===== config.mk =====
export PLATFORM = sky130hd
export DESIGN_NAME = pfas_fifo
export DESIGN_NICKNAME = d
export VERILOG_FILES = /design/src/design/pfas_pkg.sv /design/src/design/pfas_fifo.sv
export SDC_FILE = /design/constraint.sdc
export NUM_CORES = 1
export LEC_CHECK = 0
export ABC_AREA = 0
export BUFFER_PORTS_ARGS = -buffer_cell sky130_fd_sc_hd__clkbuf_2
export CAP_MARGIN = 15
export CORE_AREA = 2 2 89 100
export DETAILED_ROUTE_END_ITERATION = 16
export DIE_AREA = 0 0 91 102
export PLACE_DENSITY = 0.77
export SYNTH_ARGS = -nofsm -noshare
export SYNTH_HDL_FRONTEND = slang
export SYNTH_SLANG_ARGS = --single-unit

===== constraint.sdc =====
create_clock -name clk -period 4.6 [get_ports clk]
set_clock_uncertainty 0.15 [all_clocks]
set_input_delay 0.46 -clock clk [delete_from_list [all_inputs] [get_ports clk]]
set_output_delay 0.46 -clock clk [all_outputs]
set_load 0.02 [all_outputs]

===== src/design/pfas_pkg.sv =====
`timescale 1ns / 1ps
// Shared package for the pairwise flip assignment search.
// Holds field widths, default sizes and the entry and command types.
// No dependencies.
package pfas_pkg;

    // Default sizes of the group vector and the entry store
    localparam int MAX_GROUPS_DEF = 10;
    localparam int MAX_PAIRS_DEF  = 128;

    // Fixed field widths of the ports
    localparam int GROUP_W     = 4;
    localparam int COST_W      = 16;
    localparam int SCORE_W     = 32;
    localparam int OUT_MASK_W  = 10;
    localparam int CFG_W       = 4;
    localparam int MASK_EXT_W  = 1 << GROUP_W;
    localparam int PAIR_ADDR_W = 10;

    // One stored pair-cost entry
    typedef struct packed {
        logic [GROUP_W-1:0] first_group;
        logic [GROUP_W-1:0] second_group;
        logic [COST_W-1:0]  same_cost;
        logic [COST_W-1:0]  differ_cost;
    } pfas_entry_t;

    localparam int ENTRY_W = $bits(pfas_entry_t);

    // Classified transaction handed from the front end to the back end
    typedef struct packed {
        pfas_entry_t            entry;
        logic                   last_entry;
        logic                   store_ok;
        logic [PAIR_ADDR_W-1:0] addr;
    } pfas_cmd_t;

endpackage


===== src/design/pfas_fifo.sv =====
`timescale 1ns / 1ps
// Two-slot queue of classified transactions between front and back end.
// Depends on pfas_pkg.
module pfas_fifo (
    input  logic                clk,
    input  logic                rst_n,
    input  logic                push,
    input  pfas_pkg::pfas_cmd_t push_cmd,
    output logic                full,
    input  logic                pop,
    output pfas_pkg::pfas_cmd_t pop_cmd,
    output logic                empty
);
    import pfas_pkg::*;

    pfas_cmd_t   slot_reg [2];
    logic        wr_ptr_reg;
    logic        wr_ptr_next;
    logic        rd_ptr_reg;
    logic        rd_ptr_next;
    logic [1:0]  fill_reg;
    logic [1:0]  fill_next;
    logic        do_push;
    logic        do_pop;

    assign full    = (fill_reg == 2'd2);
    assign empty   = (fill_reg == 2'd0);
    assign do_push = push && !full;
    assign do_pop  = pop && !empty;
    assign pop_cmd = slot_reg[rd_ptr_reg];

    // Advance pointers and fill level
    always_comb
    begin
        wr_ptr_next = do_push ? !wr_ptr_reg : wr_ptr_reg;
        rd_ptr_next = do_pop ? !rd_ptr_reg : rd_ptr_reg;
        fill_next   = fill_reg;
        if (do_push && !do_pop)
        begin
            fill_next = fill_reg + 2'd1;
        end
        else if (do_pop && !do_push)
        begin
            fill_next = fill_reg - 2'd1;
        end
    end

    always_ff @(posedge clk or negedge rst_n)
    begin
        if (!rst_n)
        begin
            wr_ptr_reg <= 1'b0;
            rd_ptr_reg <= 1'b0;
            fill_reg   <= 2'd0;
        end
        else
        begin
            wr_ptr_reg <= wr_ptr_next;
            rd_ptr_reg <= rd_ptr_next;
            fill_reg   <= fill_next;
        end
    end

    // Hold the queued payload
    always_ff @(posedge clk)
    begin
        if (do_push)
        begin
            slot_reg[wr_ptr_reg] <= push_cmd;
        end
    end

endmodule


-- Word-level counts from Yosys, hierarchy flattened
Memory sizes are Yosys's and may differ from the RTL's.
Index checks and enable logic that the tools add are counted.
- output and inout bits: 54
- register bits after elaboration: 4
- bits in writable memories: 104
- word-level logic and storage cells: 23
- input bits: 56
- memories: 1
- add/sub/neg operators: 2
- mux-type cells: 4
- reduce and logical (&&, ||, !) cells: 12
- equality and inequality tests: 1
- memory list (memory ; depth ; bits a word ; read ports ; clocked after memory_dff ; wr ports ; RTL line ; source):
    slot_reg ; 2 ; 52 ; 1 ; 0 ; 1 ; pfas_fifo.sv:16 ; pfas_cmd_t slot_reg [2];
- operator list (operator ; number):
    1-bit logical NOT ; 6
    1-bit logical AND ; 4
    2-bit 2-to-1 mux ; 2
    2-bit by 1-bit adder with 2-bit output (second input constant) ; 1
    2-bit equality test (second input constant) ; 1
    2-bit logical NOT ; 1
    1-bit 2-to-1 mux ; 2
    2-bit nonzero test ; 1
    2-bit by 1-bit subtractor with 2-bit output (second input constant) ; 1

-- Depth between registers and ports, before layout
- depth in word-level cells: 7
- mapped depth: 7
- gate-level depth less buffers: 7

-- Worst setup path before layout
Ideal clock, no wire load.
- kind: flip-flop to flip-flop
- from: register fill_reg[0]
- to: memory slot_reg[0][0] (netlist name), enable pin
- required time: 3.988 ns
- arrival: 2.830 ns
- path buffers: 0
- setup slack: 1.159 ns
- stages on the path, launching flop included: 4
- setup time: 0.462 ns
- period minus slack after synthesis: 3.441 ns
- cells stage by stage: dfrtp_1 > nand2b_1 > nand2_1 > nor2_1
- word-level cells in the longest chain between the ends: 5
- RTL lines (item ; RTL line ; source):
    from (decl) ; pfas_fifo.sv:21 ; logic [1:0] fill_reg;
    from (signal assigned) ; pfas_fifo.sv:60 ; fill_reg <= fill_next;
    2-bit equality test ; pfas_fifo.sv:26 ; assign full = (fill_reg == 2'd2);
    1-bit logical NOT ; pfas_fifo.sv:28 ; assign do_push = push && !full;
    1-bit logical AND ; pfas_fifo.sv:28 ;
    1-bit 2-to-1 mux ; pfas_fifo.sv:67 ; if (do_push)
    1-bit 2-to-1 mux (not written as such) ; pfas_fifo.sv:69 ; slot_reg[wr_ptr_reg] <= push_cmd;
    to (decl) ; pfas_fifo.sv:16 ;
Every way passes these cells.

==> flow_metrics.py <==
metrics = {
    "die": {
        "coreArea_um2": 8230,
        "dieArea_um2": 9280,
        "fp.dieW_um": 91,
        "start_util": 0.510,
        "rows": 35,
        "ios": 110,
        "chipHeight_um": 102,
    },
    "yosys": {
        "synth_common_cells": "edfxtp_1 (104), mux2_4 (49), buf_12 (5)",
        "yosysTopAreaCellShare": 0.744,
        "synthesis.nets": 238,
        "yosys-top-cells-area": "edfxtp_1 (74%), mux2_4 (18%), buf_12 (2.4%), dfrtp_1 (2.4%), mux2_2 (0.80%)",
        "yosys_register_bits": 108,
        "synth_area_per_cell_um2": 23.2,
        "synth_top_area_cell": "edfxtp_1",
        "synth_edf_count": 104,
        "synth_area_um2": 4200,
        "ys_seq_area_frac": 0.767,
        "yosysMostFrequentCell": "edfxtp_1",
        "syn_inst": 181,
        "ys_async_sr_fraction": 0.0370,
        "ys_types": 15,
        "synth_ff_type": "edfxtp_1",
        "ys.warnings.count": 0,
    },
    "clock_network": {
        "clkLatencyLatePin_ns": 0.34,
        "cts_tree": "done",
        "clock-sinks": 108,
        "clockRootBuffer": "clkbuf_8",
        "cts_setup_buffers": 0,
        "clockBufferDepth": 2,
        "h-tree-depth": 3,
        "numCtsBuffers": 9,
        "clkTransAtPathRegs_ns": 0.10,
    },
    "global_routing": {
        "grt_usage": 0.139,
        "grt_pass1_vias": 1961,
        "grt_overflow": 0,
        "grt_max_degree": 54,
        "grt_first_pass_wirelength_um": 9650,
        "antenna_found_initial": 0,
    },
    "critical_path": {
        "worstPathArrival_ns": 2.03,
        "reg2reg_depth": 4,
        "regToRegSetupSlack_ns": 2.26,
        "crit_fanout": 53,
        "r2r_start": "fill_reg[0]$_DFFE_PN0P_",
        "path_class": "reg2out",
        "critPathLaunchType": "flop",
        "rr_endpoint": "slot_reg[0][1]$_DFFE_PP_",
        "cp.required_ns": 3.99,
        "cp-startpoint": "rd_ptr_reg$_DFFE_PN0P_",
        "cp-endpoint": "pop_cmd[46]",
        "cp-end-kind": "primary output",
    },
    "sta": {
        "layout_min_cycle_time_ns": 2.64,
        "timing.slew.headroom": 0.359,
        "fin_crit_sh": 0.575,
        "hold_viol_final": 0,
        "setup-tns-final_ns": 0,
        "finalSetupViolations": 0,
        "slew_violations": 0,
        "hold_ws_ns": 0.135,
        "max_freq_mhz": 378,
        "worst_pin_slew_ns": 0.961,
        "rsz0062_at_grt": "false",
    },
    "drt": {
        "drt_iter0_drc": 113,
        "vias": 1975,
        "ant_nets": 0,
        "routed_wl_um": 6280,
        "post_drt_via_cell_ratio": 4.78,
        "firstDrtPassIters": 4,
        "wl_per_cell_um": 15.2,
        "remaining_drc_errors": 0,
    },
    "hold_path": {
        "hp-class": "in2reg",
        "min_path_cells": 1,
    },
    "finish": {
        "nNetsFinal": 355,
        "final_area_um2": 5010,
        "layout-drive-gt1-share": 0.599,
        "n_fill_cell": 644,
        "largest_reg_flops": 104,
        "syn_to_final_growth_pct": 19.2,
        "n_antenna_cell": 0,
    },
    "place": {
        "io_buffers": 109,
        "place_area_um2": 4800,
        "hpwlAfterDp_um": 4150,
        "place_congestion": 0.651,
    },
    "job": {
        "maxCapViolCount": 0,
    },
    "power_and_ir_drop": {
        "peakVddDrop_mv": 0.554,
        "power-per-cell-area_nw_per_um2": 639,
        "leakage_nw": 2.05,
    },
    "outcome": {
        "status": "completed",
    },
}
[cell families after synthesis]
logic type / count (synthesis) / synth area share
flip-flops: 108 / 0.767
XOR/XNOR: 5 / 0.0104
adder cells (fa/ha/maj): 1 / 0.00298
AO/OA/AOI/OAI: 1 / 0.00119
multiplexers: 52 / 0.183
AND/OR/NAND/NOR: 6 / 0.00655
buffers and inverters: 8 / 0.0283
[how the worst min path moves through the flow]
stage,to,start
finish,slot_reg[1][2]$_DFFE_PP_,push_cmd[2]
global route,slot_reg[0][3]$_DFFE_PP_,push_cmd[3]
CTS,slot_reg[1][2]$_DFFE_PP_,push_cmd[2]
detailed placement,fill_reg[0]$_DFFE_PN0P_,rst_n
global placement,fill_reg[1]$_DFFE_PN0P_,rst_n
floorplan,fill_reg[0]$_DFFE_PN0P_,rst_n
[critical path, cell delays in order (launching register included)]
cell and delay, ns:
dfrtp_4 1.07, mux2_2 0.42, clkbuf_2 0.16
[area by class of cell]
cell class | count | area [um^2] | share of cell area
Clock inverter | 6 | 73.8 | 0.0147
Inverter | 2 | 7.51 | 0.00150
Sequential cell | 108 | 3230 | 0.644
Multi-Input combinational cell | 65 | 867 | 0.173
Timing Repair Buffer | 112 | 571 | 0.114
Clock buffer | 9 | 124 | 0.0247
Tap cell | 111 | 139 | 0.0277
[routing by layer]
metal | GRT usage | wire [um] | vias up
met2 | 0.235 | 3180 | 68
met1 | 0.170 | 2660 | 963
li1 | - | - | 937
met4 | 0.0513 | 65 | 0
met5 | 0 | 0 | -
met3 | 0.0450 | 378 | 7
[placed cells by master (no fill, tap or decap)]
cell	n
mux2_2	3
and3_2	1
inv_8	2
mux2_4	49
dfrtp_4	1
nor2_4	1
nor2_1	2
bufinv_16	1
inv_1	2
o21ai_1	1
nand2_1	1
clkinvlp_4	1
clkinv_4	1
clkbuf_2	109
clkinv_2	1
clkbuf_8	9
ha_1	1
xnor2_1	3
dfrtp_1	3
dlygate4sd3_1	1
buf_4	2
edfxtp_1	104
xor2_1	2
nand2b_1	1
[through the flow]
| step | worst slack, ns | util | total power [mW] | instances |
|---|---|---|---|---|
| floorplan | 1.16 | - | 2.44 | 181 |
| global placement | 2.26 | 0.583 | 2.66 | 397 |
| detailed placement | 2.19 | 0.583 | 2.69 | 397 |
| CTS | 1.90 | 0.608 | 3.26 | 413 |
| global route | 1.85 | 0.608 | 3.37 | 413 |
| finish | 1.96 | 0.608 | 3.20 | 413 |
[repair_timing]
item,CTS,global route
resized for setup,0,0
endpoints found under the setup margin,0,0
hold endpoints to repair,4,0
hold buffers,1,0
[power by group]
| part | switching, mW | internal [mW] | leakage [nW] |
|---|---|---|---|
| clock | 0.308 | 0.256 | 0.0991 |
| sequential | 0.186 | 1.35 | 1.01 |
| combinational | 0.565 | 0.539 | 0.938 |
| total | 1.06 | 2.14 | 2.05 |
No activity file was read; power rests on OpenSTA's default activity.
