### config.mk
export PLATFORM = sky130hd
export DESIGN_NAME = pfas_front
export DESIGN_NICKNAME = d
export VERILOG_FILES = /design/src/design/pfas_pkg.sv /design/src/design/pfas_front.sv
export SDC_FILE = /design/constraint.sdc
export NUM_CORES = 1
export LEC_CHECK = 0
export ABC_AREA = 0
export BUFFER_PORTS_ARGS = -buffer_cell sky130_fd_sc_hd__buf_2
export CAP_MARGIN = 15
export CORE_MARGIN = 2
export CORE_UTILIZATION = 33
export DETAILED_ROUTE_END_ITERATION = 10
export PLACE_DENSITY_LB_ADDON = 0.05
export SKIP_LAST_GASP = 1
export SLEW_MARGIN = 20
export SYNTH_ARGS = -nofsm -noshare
export SYNTH_HDL_FRONTEND = slang
export SYNTH_SLANG_ARGS = --single-unit
### constraint.sdc
create_clock -name clk -period 1.9 [get_ports clk]
set_clock_uncertainty 0.15 [all_clocks]
set_input_delay 0.38 -clock clk [delete_from_list [all_inputs] [get_ports clk]]
set_output_delay 0.38 -clock clk [all_outputs]
set_load 0.05 [all_outputs]
### src/design/pfas_pkg.sv
`timescale 1ns / 1ps
// Shared package for the pairwise flip assignment search.
// Holds field widths, default sizes and the entry and command types.
// No dependencies.
package pfas_pkg;

    // Default sizes of the group vector and the entry store
    localparam int MAX_GROUPS_DEF = 10;
    localparam int MAX_PAIRS_DEF  = 128;

    // Fixed field widths of the ports
    localparam int GROUP_W     = 4;
    localparam int COST_W      = 16;
    localparam int SCORE_W     = 32;
    localparam int OUT_MASK_W  = 10;
    localparam int CFG_W       = 4;
    localparam int MASK_EXT_W  = 1 << GROUP_W;
    localparam int PAIR_ADDR_W = 10;

    // One stored pair-cost entry
    typedef struct packed {
        logic [GROUP_W-1:0] first_group;
        logic [GROUP_W-1:0] second_group;
        logic [COST_W-1:0]  same_cost;
        logic [COST_W-1:0]  differ_cost;
    } pfas_entry_t;

    localparam int ENTRY_W = $bits(pfas_entry_t);

    // Classified transaction handed from the front end to the back end
    typedef struct packed {
        pfas_entry_t            entry;
        logic                   last_entry;
        logic                   store_ok;
        logic [PAIR_ADDR_W-1:0] addr;
    } pfas_cmd_t;

endpackage

### src/design/pfas_front.sv
`timescale 1ns / 1ps
// Front end: accepts pair-cost transactions, assigns store slots and drops
// entries beyond the store. Depends on pfas_pkg.
module pfas_front #(
    parameter int MAX_PAIRS = pfas_pkg::MAX_PAIRS_DEF
) (
    input  logic                           clk,
    input  logic                           rst_n,
    input  logic                           in_valid,
    output logic                           in_stall,
    input  logic [pfas_pkg::GROUP_W-1:0]   first_group,
    input  logic [pfas_pkg::GROUP_W-1:0]   second_group,
    input  logic [pfas_pkg::COST_W-1:0]    same_cost,
    input  logic [pfas_pkg::COST_W-1:0]    differ_cost,
    input  logic                           last_entry,
    input  logic                           q_full,
    output logic                           q_push,
    output pfas_pkg::pfas_cmd_t            q_cmd
);
    import pfas_pkg::*;

    localparam int CW = $clog2(MAX_PAIRS + 1);

    logic [CW-1:0] count_reg;
    logic [CW-1:0] count_next;
    logic          store_ok;

    // Stall while the queue is full
    assign in_stall = q_full;
    assign q_push   = in_valid && !q_full;
    assign store_ok = (count_reg < CW'(MAX_PAIRS));

    // Classify the transaction: slot, drop flag and search length
    always_comb
    begin
        q_cmd.entry.first_group  = first_group;
        q_cmd.entry.second_group = second_group;
        q_cmd.entry.same_cost    = same_cost;
        q_cmd.entry.differ_cost  = differ_cost;
        q_cmd.last_entry         = last_entry;
        q_cmd.store_ok           = store_ok;
        q_cmd.addr               = store_ok ? PAIR_ADDR_W'(count_reg)
                                            : PAIR_ADDR_W'(MAX_PAIRS - 1);
    end

    // Advance the fill count; restart it after the batch closes
    always_comb
    begin
        count_next = count_reg;
        if (q_push)
        begin
            if (last_entry)
            begin
                count_next = '0;
            end
            else if (store_ok)
            begin
                count_next = count_reg + CW'(1);
            end
        end
    end

    always_ff @(posedge clk or negedge rst_n)
    begin
        if (!rst_n)
        begin
            count_reg <= '0;
        end
        else
        begin
            count_reg <= count_next;
        end
    end

endmodule

# Word level (Yosys, flattened, before mapping)
# Cells that the tools add are included.
# word_totals
reg_bits	8
wordCells	10
in_bits	45
out_inout_bits	54
# classes
magnitude_cmp	1
mux	3
n_addsub	1
n_reduce_logical	4
# ops
cell	n
8-bit 2-to-1 mux	3
8-bit by 1-bit adder with 8-bit output, second input constant	1
8-bit less-than comparator, second input constant	1
2-bit AND reduction	1
2-bit nonzero test	1
1-bit logical AND	1
1-bit logical NOT	1

# Depth between registers and ports, before layout
# Gate-level depths: netlist (run 1).
# logic_depth
depth_word	3
mapped_depth	4
mapped_depth_nobuf	4

# Worst setup path after synthesis (run 1)
# Ideal clock, no wire load.
# synth_path
path_type	register to register
startpoint	register count_reg[0]
endpoint	register count_reg[6]
arrival_time_ns	1.246
path_buffers	0
path_slack_ns	0.379
period_less_slack_ns	1.521
path_stages_with_launch	5
required_time_ns	1.625
path_cell_list	dfrtp_1 -> ha_1 -> inv_1 -> nor4_1 -> mux2_2
# synth_between
elab_chain_cells	3
word_cells_on_any_way	6
# synth_lines
item	line	rtl
start, declared	pfas_front.sv:24	logic [CW-1:0] count_reg;
start signal, assigned	pfas_front.sv:71	count_reg <= count_next;
8-bit by 1-bit adder with 8-bit output / 8-bit less-than comparator (equally long branches)	pfas_front.sv:58, pfas_front.sv:31	
8-bit 2-to-1 mux / 2-bit nonzero test (equally long branches)	--	
8-bit 2-to-1 mux / 2-bit AND reduction (equally long branches)	--	
# Parallel ways exist; a longest one is shown, timed or not. The select of a mux whose other input is x is not followed.
# A chain may end at the register's enable or synchronous reset.

==> qor.yml, run 1 <==
yosys:
  syn_area_um2: 862.1
  yosysWarningCount: 0
  yosys.area_share.xor_xnor_pct: 0
  ys_seq_area_share_pct: 23.22
  yosys.area_share.adder_pct: 1.451
  synth-seq-cells: 8
  synth-compound-area-share_pct: 7.402
  synthTopCellsByArea: "buf_4 40%, dfrtp_1 23%, or2_2 4.4%"
  synth_top_area_share_pct: 40.06
  synth-simple-area-share_pct: 21.63
  synth.mux.area_fraction_pct: 3.628
  syn_inst: 105
  synth_top_area_cell: "buf_4"
  synth_top_family_by_area: "buffers and inverters"
  syn_area_per_cell_um2: 8.210
  ys_dominant_reg_cell: "dfrtp_1"
  synthArstFlopShare_pct: 100.0
  synth_cell_type_count: 29
  synth_edf_count: 0
grt:
  grt_pass1_vias: 523
  overflow: 0
  grt_use_total_pct: 12.42
  antenna_found_initial: 0
  grt_pass1_wl_um: 2594
  grt_max_degree: 13
status:
  status: "completed"
routing:
  ant_nets: 0
  vias: 546
  routed_wl_um: 1681
  drtIter0Drc: 8
  drc: 0
  wire_per_inst_um: 15.14
  drt_pass1_iterations: 4
  routed_via_density: 4.919
floorplan:
  dieArea_um2: 3037
  core_area_um2: 2477
  die_x_um: 55.11
  start_util_pct: 34.80
  dieHeight_um: 55.11
  io_pins: 99
  num_rows: 18
clock_tree:
  cts_max_level: 1
  clk_pin_slew_ns: 0.06
  cts_repair_resize_count: 0
  clock-root-buffer: "clkbuf_4"
  cts_buffers: 3
  cts_sinks: 8
  cts_tree: "done"
  clk_latency_ns: 0.26
  clockBufferDepth: 2
cells_and_area:
  nets: 129
  postLayoutCellArea_um2: 680.7
  n_fill_cell: 283
  antenna_cells: 0
  area_growth_pct: -21.04
  largest_reg_flops: 8
  drive_gt1_share_pct: 35.80
job:
  maxCapViolCount: 0
setup_path:
  cp.depth: 3
  cp_cell_sequence: "buf_4 > or2_2 > buf_2"
  critPathSlowestCell: "dfrtp_1"
  critPathBufInv: 2
  path_max_fanout: 5
  arrival_ns: 1.30
  start_kind: "register"
  crit_type: "register to output pin"
  critPathCaptureType: "output pin"
  crit_family: "flip-flops"
  slowest_delay_ns: 0.40
  r2r_cells: 3
  cp.required_ns: 1.37
pwr:
  seqPwrFrac_pct: 35.2
  clkPwrFrac_pct: 22.1
  p_sw_share_pct: 44.52
  p_switching_uw: 281.1
  comb_power_share_pct: 42.7
  p_leak_uw: 0.0003435
  powerDensity_nw_per_um2: 927.8
  p_int_uw: 350.4
  ir_drop_mv: 0.2447
placement:
  place_area_um2: 648.1
  dpl.hpwl_um: 1302
  port_buffers: 15
  gp_congestion: 0.6556
sta:
  setup_viol: 0
  fin_crit_sh_pct: 96.41
  max_freq_ghz: 0.5459
  tns_ns: 0
  final_max_slew_viol_count: 0
  rsz0062_at_grt: "no"
  post-route-min-period_ns: 1.832
  hold_violations: 0
worst_hold_path:
  worstHoldPathCells: 2
  hp-class: "primary input to register"
## power groups by stage
stage | logic [uW] | registers, uW | clock network [uW]
floorplan | 423 | 224 | 0
global placement | 275 | 226 | 0
detailed placement | 272 | 226 | 0
CTS | 274 | 223 | 150
global route | 292 | 227 | 163
finish | 270 | 222 | 139
## cells by family after synthesis
| group | after synthesis |
|---|---|
| buf+inv | 51 |
| other cells | 1 |
| compound gates | 11 |
| mux | 3 |
| simple gates | 30 |
| flops | 8 |
| fa+ha+maj | 1 |
## worst register-to-register path, stage by stage, from the launching register on
cell and delay, ns:
dfrtp_1 0.49, nor2b_1 0.24, nor4_1 0.28, mux2_2 0.37
## metrics by stage
step | total power, uW | instances | utilization (%) | setup slack [ns] | hold slack (ns)
global placement | 501.3 | 107 | 26.16 | 0.1930 | 0.09996
CTS | 647.3 | 111 | 27.47 | 0.05325 | 0.2676
floorplan | 647.5 | 107 | - | 0.3795 | -0.06559
global route | 681.9 | 111 | 27.47 | 0.008238 | 0.2631
finish | 631.5 | 111 | 27.47 | 0.06821 | 0.2727
detailed placement | 497.7 | 107 | 26.16 | 0.1965 | 0.09815
## path summary, 6_finish.rpt
| check | from | to | slack (ns) |
|---|---|---|---|
| hold / removal | last_entry | count_reg[0]$_DFFE_PN0P_ | 0.27 |
| max in group asynchronous | rst_n | count_reg[4]$_DFFE_PN0P_ | 1.06 |
| setup / recovery | count_reg[0]$_DFFE_PN0P_ | q_cmd[0] | 0.07 |
| setup reg to reg | count_reg[7]$_DFFE_PN0P_ | count_reg[6]$_DFFE_PN0P_ | 0.26 |
| hold reg to reg | count_reg[3]$_DFFE_PN0P_ | count_reg[3]$_DFFE_PN0P_ | 0.46 |
| min in group asynchronous | rst_n | count_reg[5]$_DFFE_PN0P_ | 0.35 |
## timing repair
action,4_1_cts,5_1_grt
endpoints found under the hold margin,8,0
hold buffers,1,0
setup buffers,0,0
setup endpoints to repair,0,0
## per-layer routing
layer	vias to the layer above	routed length (um)	track usage, %
met3	22	190	4.839
met4	0	94	8.943
met1	239	700	14.10
met2	31	694	18.85
met5	-	0	0
li1	254	-	-
## cell usage in the layout, fill, tap and decap left out, types with 3 or more instances in the layout
| cell type | n |
|---|---|
| a21oi_1 | 3 |
| buf_2 | 15 |
| clkbuf_4 | 3 |
| conb_1 | 3 |
| dfrtp_1 | 8 |
| inv_1 | 4 |
| nand2_1 | 5 |
| o21ai_0 | 5 |
| or2_2 | 6 |
## cells in the mapped netlist (2+ instances only)
| master | count |
|---|---|
| a21oi_1 | 3 |
| buf_4 | 46 |
| dfrtp_1 | 8 |
| inv_1 | 4 |
| mux2i_1 | 2 |
| nand2_1 | 5 |
| nand4_1 | 2 |
| nand4b_1 | 2 |
| nor2_1 | 2 |
| nor2b_1 | 2 |
| nor3b_1 | 2 |
| o21ai_0 | 5 |
| or2_2 | 6 |
## final cells by class
type | instances | area, um2 | share of cell area, %
inverters | 4 | 15.01 | 2.206
clock buffers | 3 | 22.52 | 3.309
multi-input cells | 48 | 305.3 | 44.85
flip-flops and latches | 8 | 200.2 | 29.41
well taps | 30 | 37.54 | 5.515
repair buffers | 18 | 100.1 | 14.71
Note: power is estimated with default switching activity, not from simulation.
==> inputs of run 2 (changes only) <==
- ABC_AREA: 0 -> 1
==> qor.yml, run 2 <==
cells_and_area:
  final_common_cell: "nand2_1"  # was buf_2
  area_growth_pct: -23.73  # was -21.04%
  largest_reg_flops: 8  # unchanged
  layout_common_cells: "20 x nand2_1, 15 x buf_2, 11 x inv_1"  # was 15 x buf_2, 8 x dfrtp_1, 6 x or2_2
  nets: 142  # was 129
  fin_cells: 124  # was 111
  n_fill_cell: 294  # was 283
  drive_gt1_share_pct: 28.72  # was 35.80%
  antenna_cells: 0  # unchanged
  utilization_pct: 26.46  # was 27.47%
routing:
  routed_wl_um: 1544  # was 1681 um
  drt_pass1_iterations: 4  # unchanged
  routed_via_density: 4.468  # was 4.919
  drc: 0  # unchanged
  drtIter0Drc: 1  # was 8
  wire_per_inst_um: 12.45  # was 15.14 um
  vias: 554  # was 546
  ant_nets: 0  # unchanged
yosys:
  synth_most_common_cell: "buf_4"  # unchanged
  synthTopCellsByArea: "buf_4 40%, dfrtp_1 23%, nand2_1 8.7%"  # was buf_4 40%, dfrtp_1 23%, or2_2 4.4%
  synth_top_area_cell: "buf_4"  # unchanged
  syn_area_um2: 859.6  # was 862.1 um2
  synthArstFlopShare_pct: 100.0  # unchanged
  synth-seq-cells: 8  # unchanged
  synth_common_cells: "46 x buf_4, 20 x nand2_1, 11 x inv_1"  # was 46 x buf_4, 8 x dfrtp_1, 6 x or2_2
  synth_cell_type_count: 19  # was 29
  ys_seq_area_share_pct: 23.29  # was 23.22%
  syn_inst: 120  # was 105
  yosysWarningCount: 0  # unchanged
  syn_area_per_cell_um2: 7.163  # was 8.210 um2
  synth_edf_count: 0  # unchanged
  synth_top_area_share_pct: 40.17  # was 40.06%
  ys_dominant_reg_cell: "dfrtp_1"  # unchanged
clock_tree:
  cts_buffers: 3  # unchanged
  clock-root-buffer: "clkbuf_4"  # unchanged
  clk_latency_ns: 0.26  # about the same
  clockBufferDepth: 2  # unchanged
  cts_tree: "done"  # unchanged
  clk_pin_slew_ns: 0.06  # about the same
  cts_max_level: 1  # unchanged
  cts_sinks: 8  # unchanged
setup_path:
  arrival_ns: 1.18  # was 1.30 ns
  crit_start: "count_reg[4]$_DFFE_PN0P_"  # was count_reg[0]$_DFFE_PN0P_
  crit_type: "register to output pin"  # unchanged
  path_max_fanout: 5  # unchanged
  endpoint: "q_cmd[4]"  # was q_cmd[0]
  rr_startpoint: "count_reg[7]$_DFFE_PN0P_"  # unchanged
  critPathCaptureType: "output pin"  # unchanged
  r2r_cells: 6  # was 3
  r2r_setup_slack_ns: 0.41  # was 0.26 ns
  rr_endpoint: "count_reg[5]$_DFFE_PN0P_"  # was count_reg[6]$_DFFE_PN0P_
  start_kind: "register"  # unchanged
  cp.required_ns: 1.37  # about the same
grt:
  grt_max_degree: 12  # was 13
  grt_pass1_vias: 490  # was 523
  grt_use_total_pct: 11.11  # was 12.42%
  grt_pass1_wl_um: 2366  # was 2594 um
  overflow: 0  # unchanged
  antenna_found_initial: 0  # unchanged
placement:
  gp_congestion: 0.6900  # was 0.6556
  port_buffers: 15  # unchanged
  dp.cells: 120  # was 107
  dpl.hpwl_um: 1165  # was 1302 um
sta:
  rsz0062_at_grt: "no"  # unchanged
  final_max_slew_viol_count: 0  # unchanged
  whs_ns: 0.3382  # was 0.2727 ns
  fin_crit_sh_pct: 89.97  # was 96.41%
  hold_violations: 0  # unchanged
  tns_ns: 0  # unchanged
  setup_viol: 0  # unchanged
  post-route-min-period_ns: 1.709  # was 1.832 ns
  max_freq_ghz: 0.5850  # was 0.5459 GHz
pwr:
  p_sw_share_pct: 42.25  # was 44.52%
  clkPwrFrac_pct: 27.3  # was 22.1%
  ir_drop_mv: 0.3521  # was 0.2447 mV
  p_switching_uw: 216.0  # was 281.1 uW
  powerDensity_nw_per_um2: 779.9  # was 927.8 nW/um2
  comb_power_share_pct: 33.1  # was 42.7%
  p_leak_uw: 0.0003880  # was 0.0003435 uW
  seqPwrFrac_pct: 39.6  # was 35.2%
  p_int_uw: 295.3  # was 350.4 uW
floorplan:
  start_util_pct: 34.70  # was 34.80%
  num_rows: 18  # unchanged
  core_area_um2: 2477  # unchanged
  die_x_um: 55.04  # was 55.11 um
  io_pins: 99  # unchanged
  dieHeight_um: 55.04  # was 55.11 um
  dieArea_um2: 3029  # was 3037 um2
worst_hold_path:
  hp-class: "primary input to asynchronous set/reset pin"  # was primary input to register
status:
  status: "completed"  # unchanged
job:
  maxCapViolCount: 0  # unchanged
run 2: power groups by stage:
stage	clock (uW)	combinational, uW	sequential, uW
final	139	169	203
after global routing	153	184	205
after CTS	141	172	203
after detailed placement	0	169	206
after global placement	0	170	205
after floorplan	0	366	200
run 2: cells by family (layout without fill, tap and decap cells):
kind of cell             count (synthesis)  in the layout  share of synthesized area (%)
buffers and inverters                   60             32                          47.16
adder cells (fa/ha/maj)                  1              1                          1.455
other                                    1              3                         0.4363
AO/OA/AOI/OAI                            6              6                          3.930
AND/OR/NAND/NOR                         44             44                          23.73
flip-flops                               8              8                          23.29
run 2: final cells by class:
cell class / instances / area, um2 / area share [%]
Multi-Input combinational cell: 54 / 261.5 / 39.89
Sequential cell: 8 / 200.2 / 30.53
Timing Repair Buffer: 16 / 85.08 / 12.98
Inverter: 13 / 48.80 / 7.443
Tap cell: 30 / 37.54 / 5.725
Clock buffer: 3 / 22.52 / 3.435
run 2: worst min path at each step:
stage	from	to	slack [ns]	cells after the start
finish	rst_n	count_reg[0]$_DFFE_PN0P_	0.34	2
global route	rst_n	count_reg[6]$_DFFE_PN0P_	0.36	2
CTS	rst_n	count_reg[0]$_DFFE_PN0P_	0.35	2
detailed placement	rst_n	count_reg[6]$_DFFE_PN0P_	0.09	1
global placement	rst_n	count_reg[6]$_DFFE_PN0P_	0.1	1
floorplan	rst_n	count_reg[0]$_DFFE_PN0P_	-0.07	0
run 2: timing repair:
item,CTS,global route
hold endpoints to repair,8,0
resized for setup,0,0
hold buffers,1,0
buffers inserted,0,0
run 2: critical path, stage by stage (launching register included):
cell     delay, ns
dfrtp_1       0.41
or2_2         0.30
buf_2         0.21
run 2: through the flow:
stage | setup WS [ns] | area [um2] | total power [uW]
global placement | 0.3919 | 623.1 | 375.4
CTS | 0.1800 | 655.6 | 516.1
detailed placement | 0.3657 | 623.1 | 375.3
floorplan | 0.4977 | 867.1 | 566.0
global route | 0.1405 | 655.6 | 542.4
finish | 0.1906 | 655.6 | 511.3
run 2: metal layers:
metal	vias to the layer above	share of wire [%]	global-route usage [%]
li1	273	-	-
met1	250	46	13.56
met2	20	42	16.07
met3	11	10	5.376
met4	0	1.7	5.691
met5	-	0	0
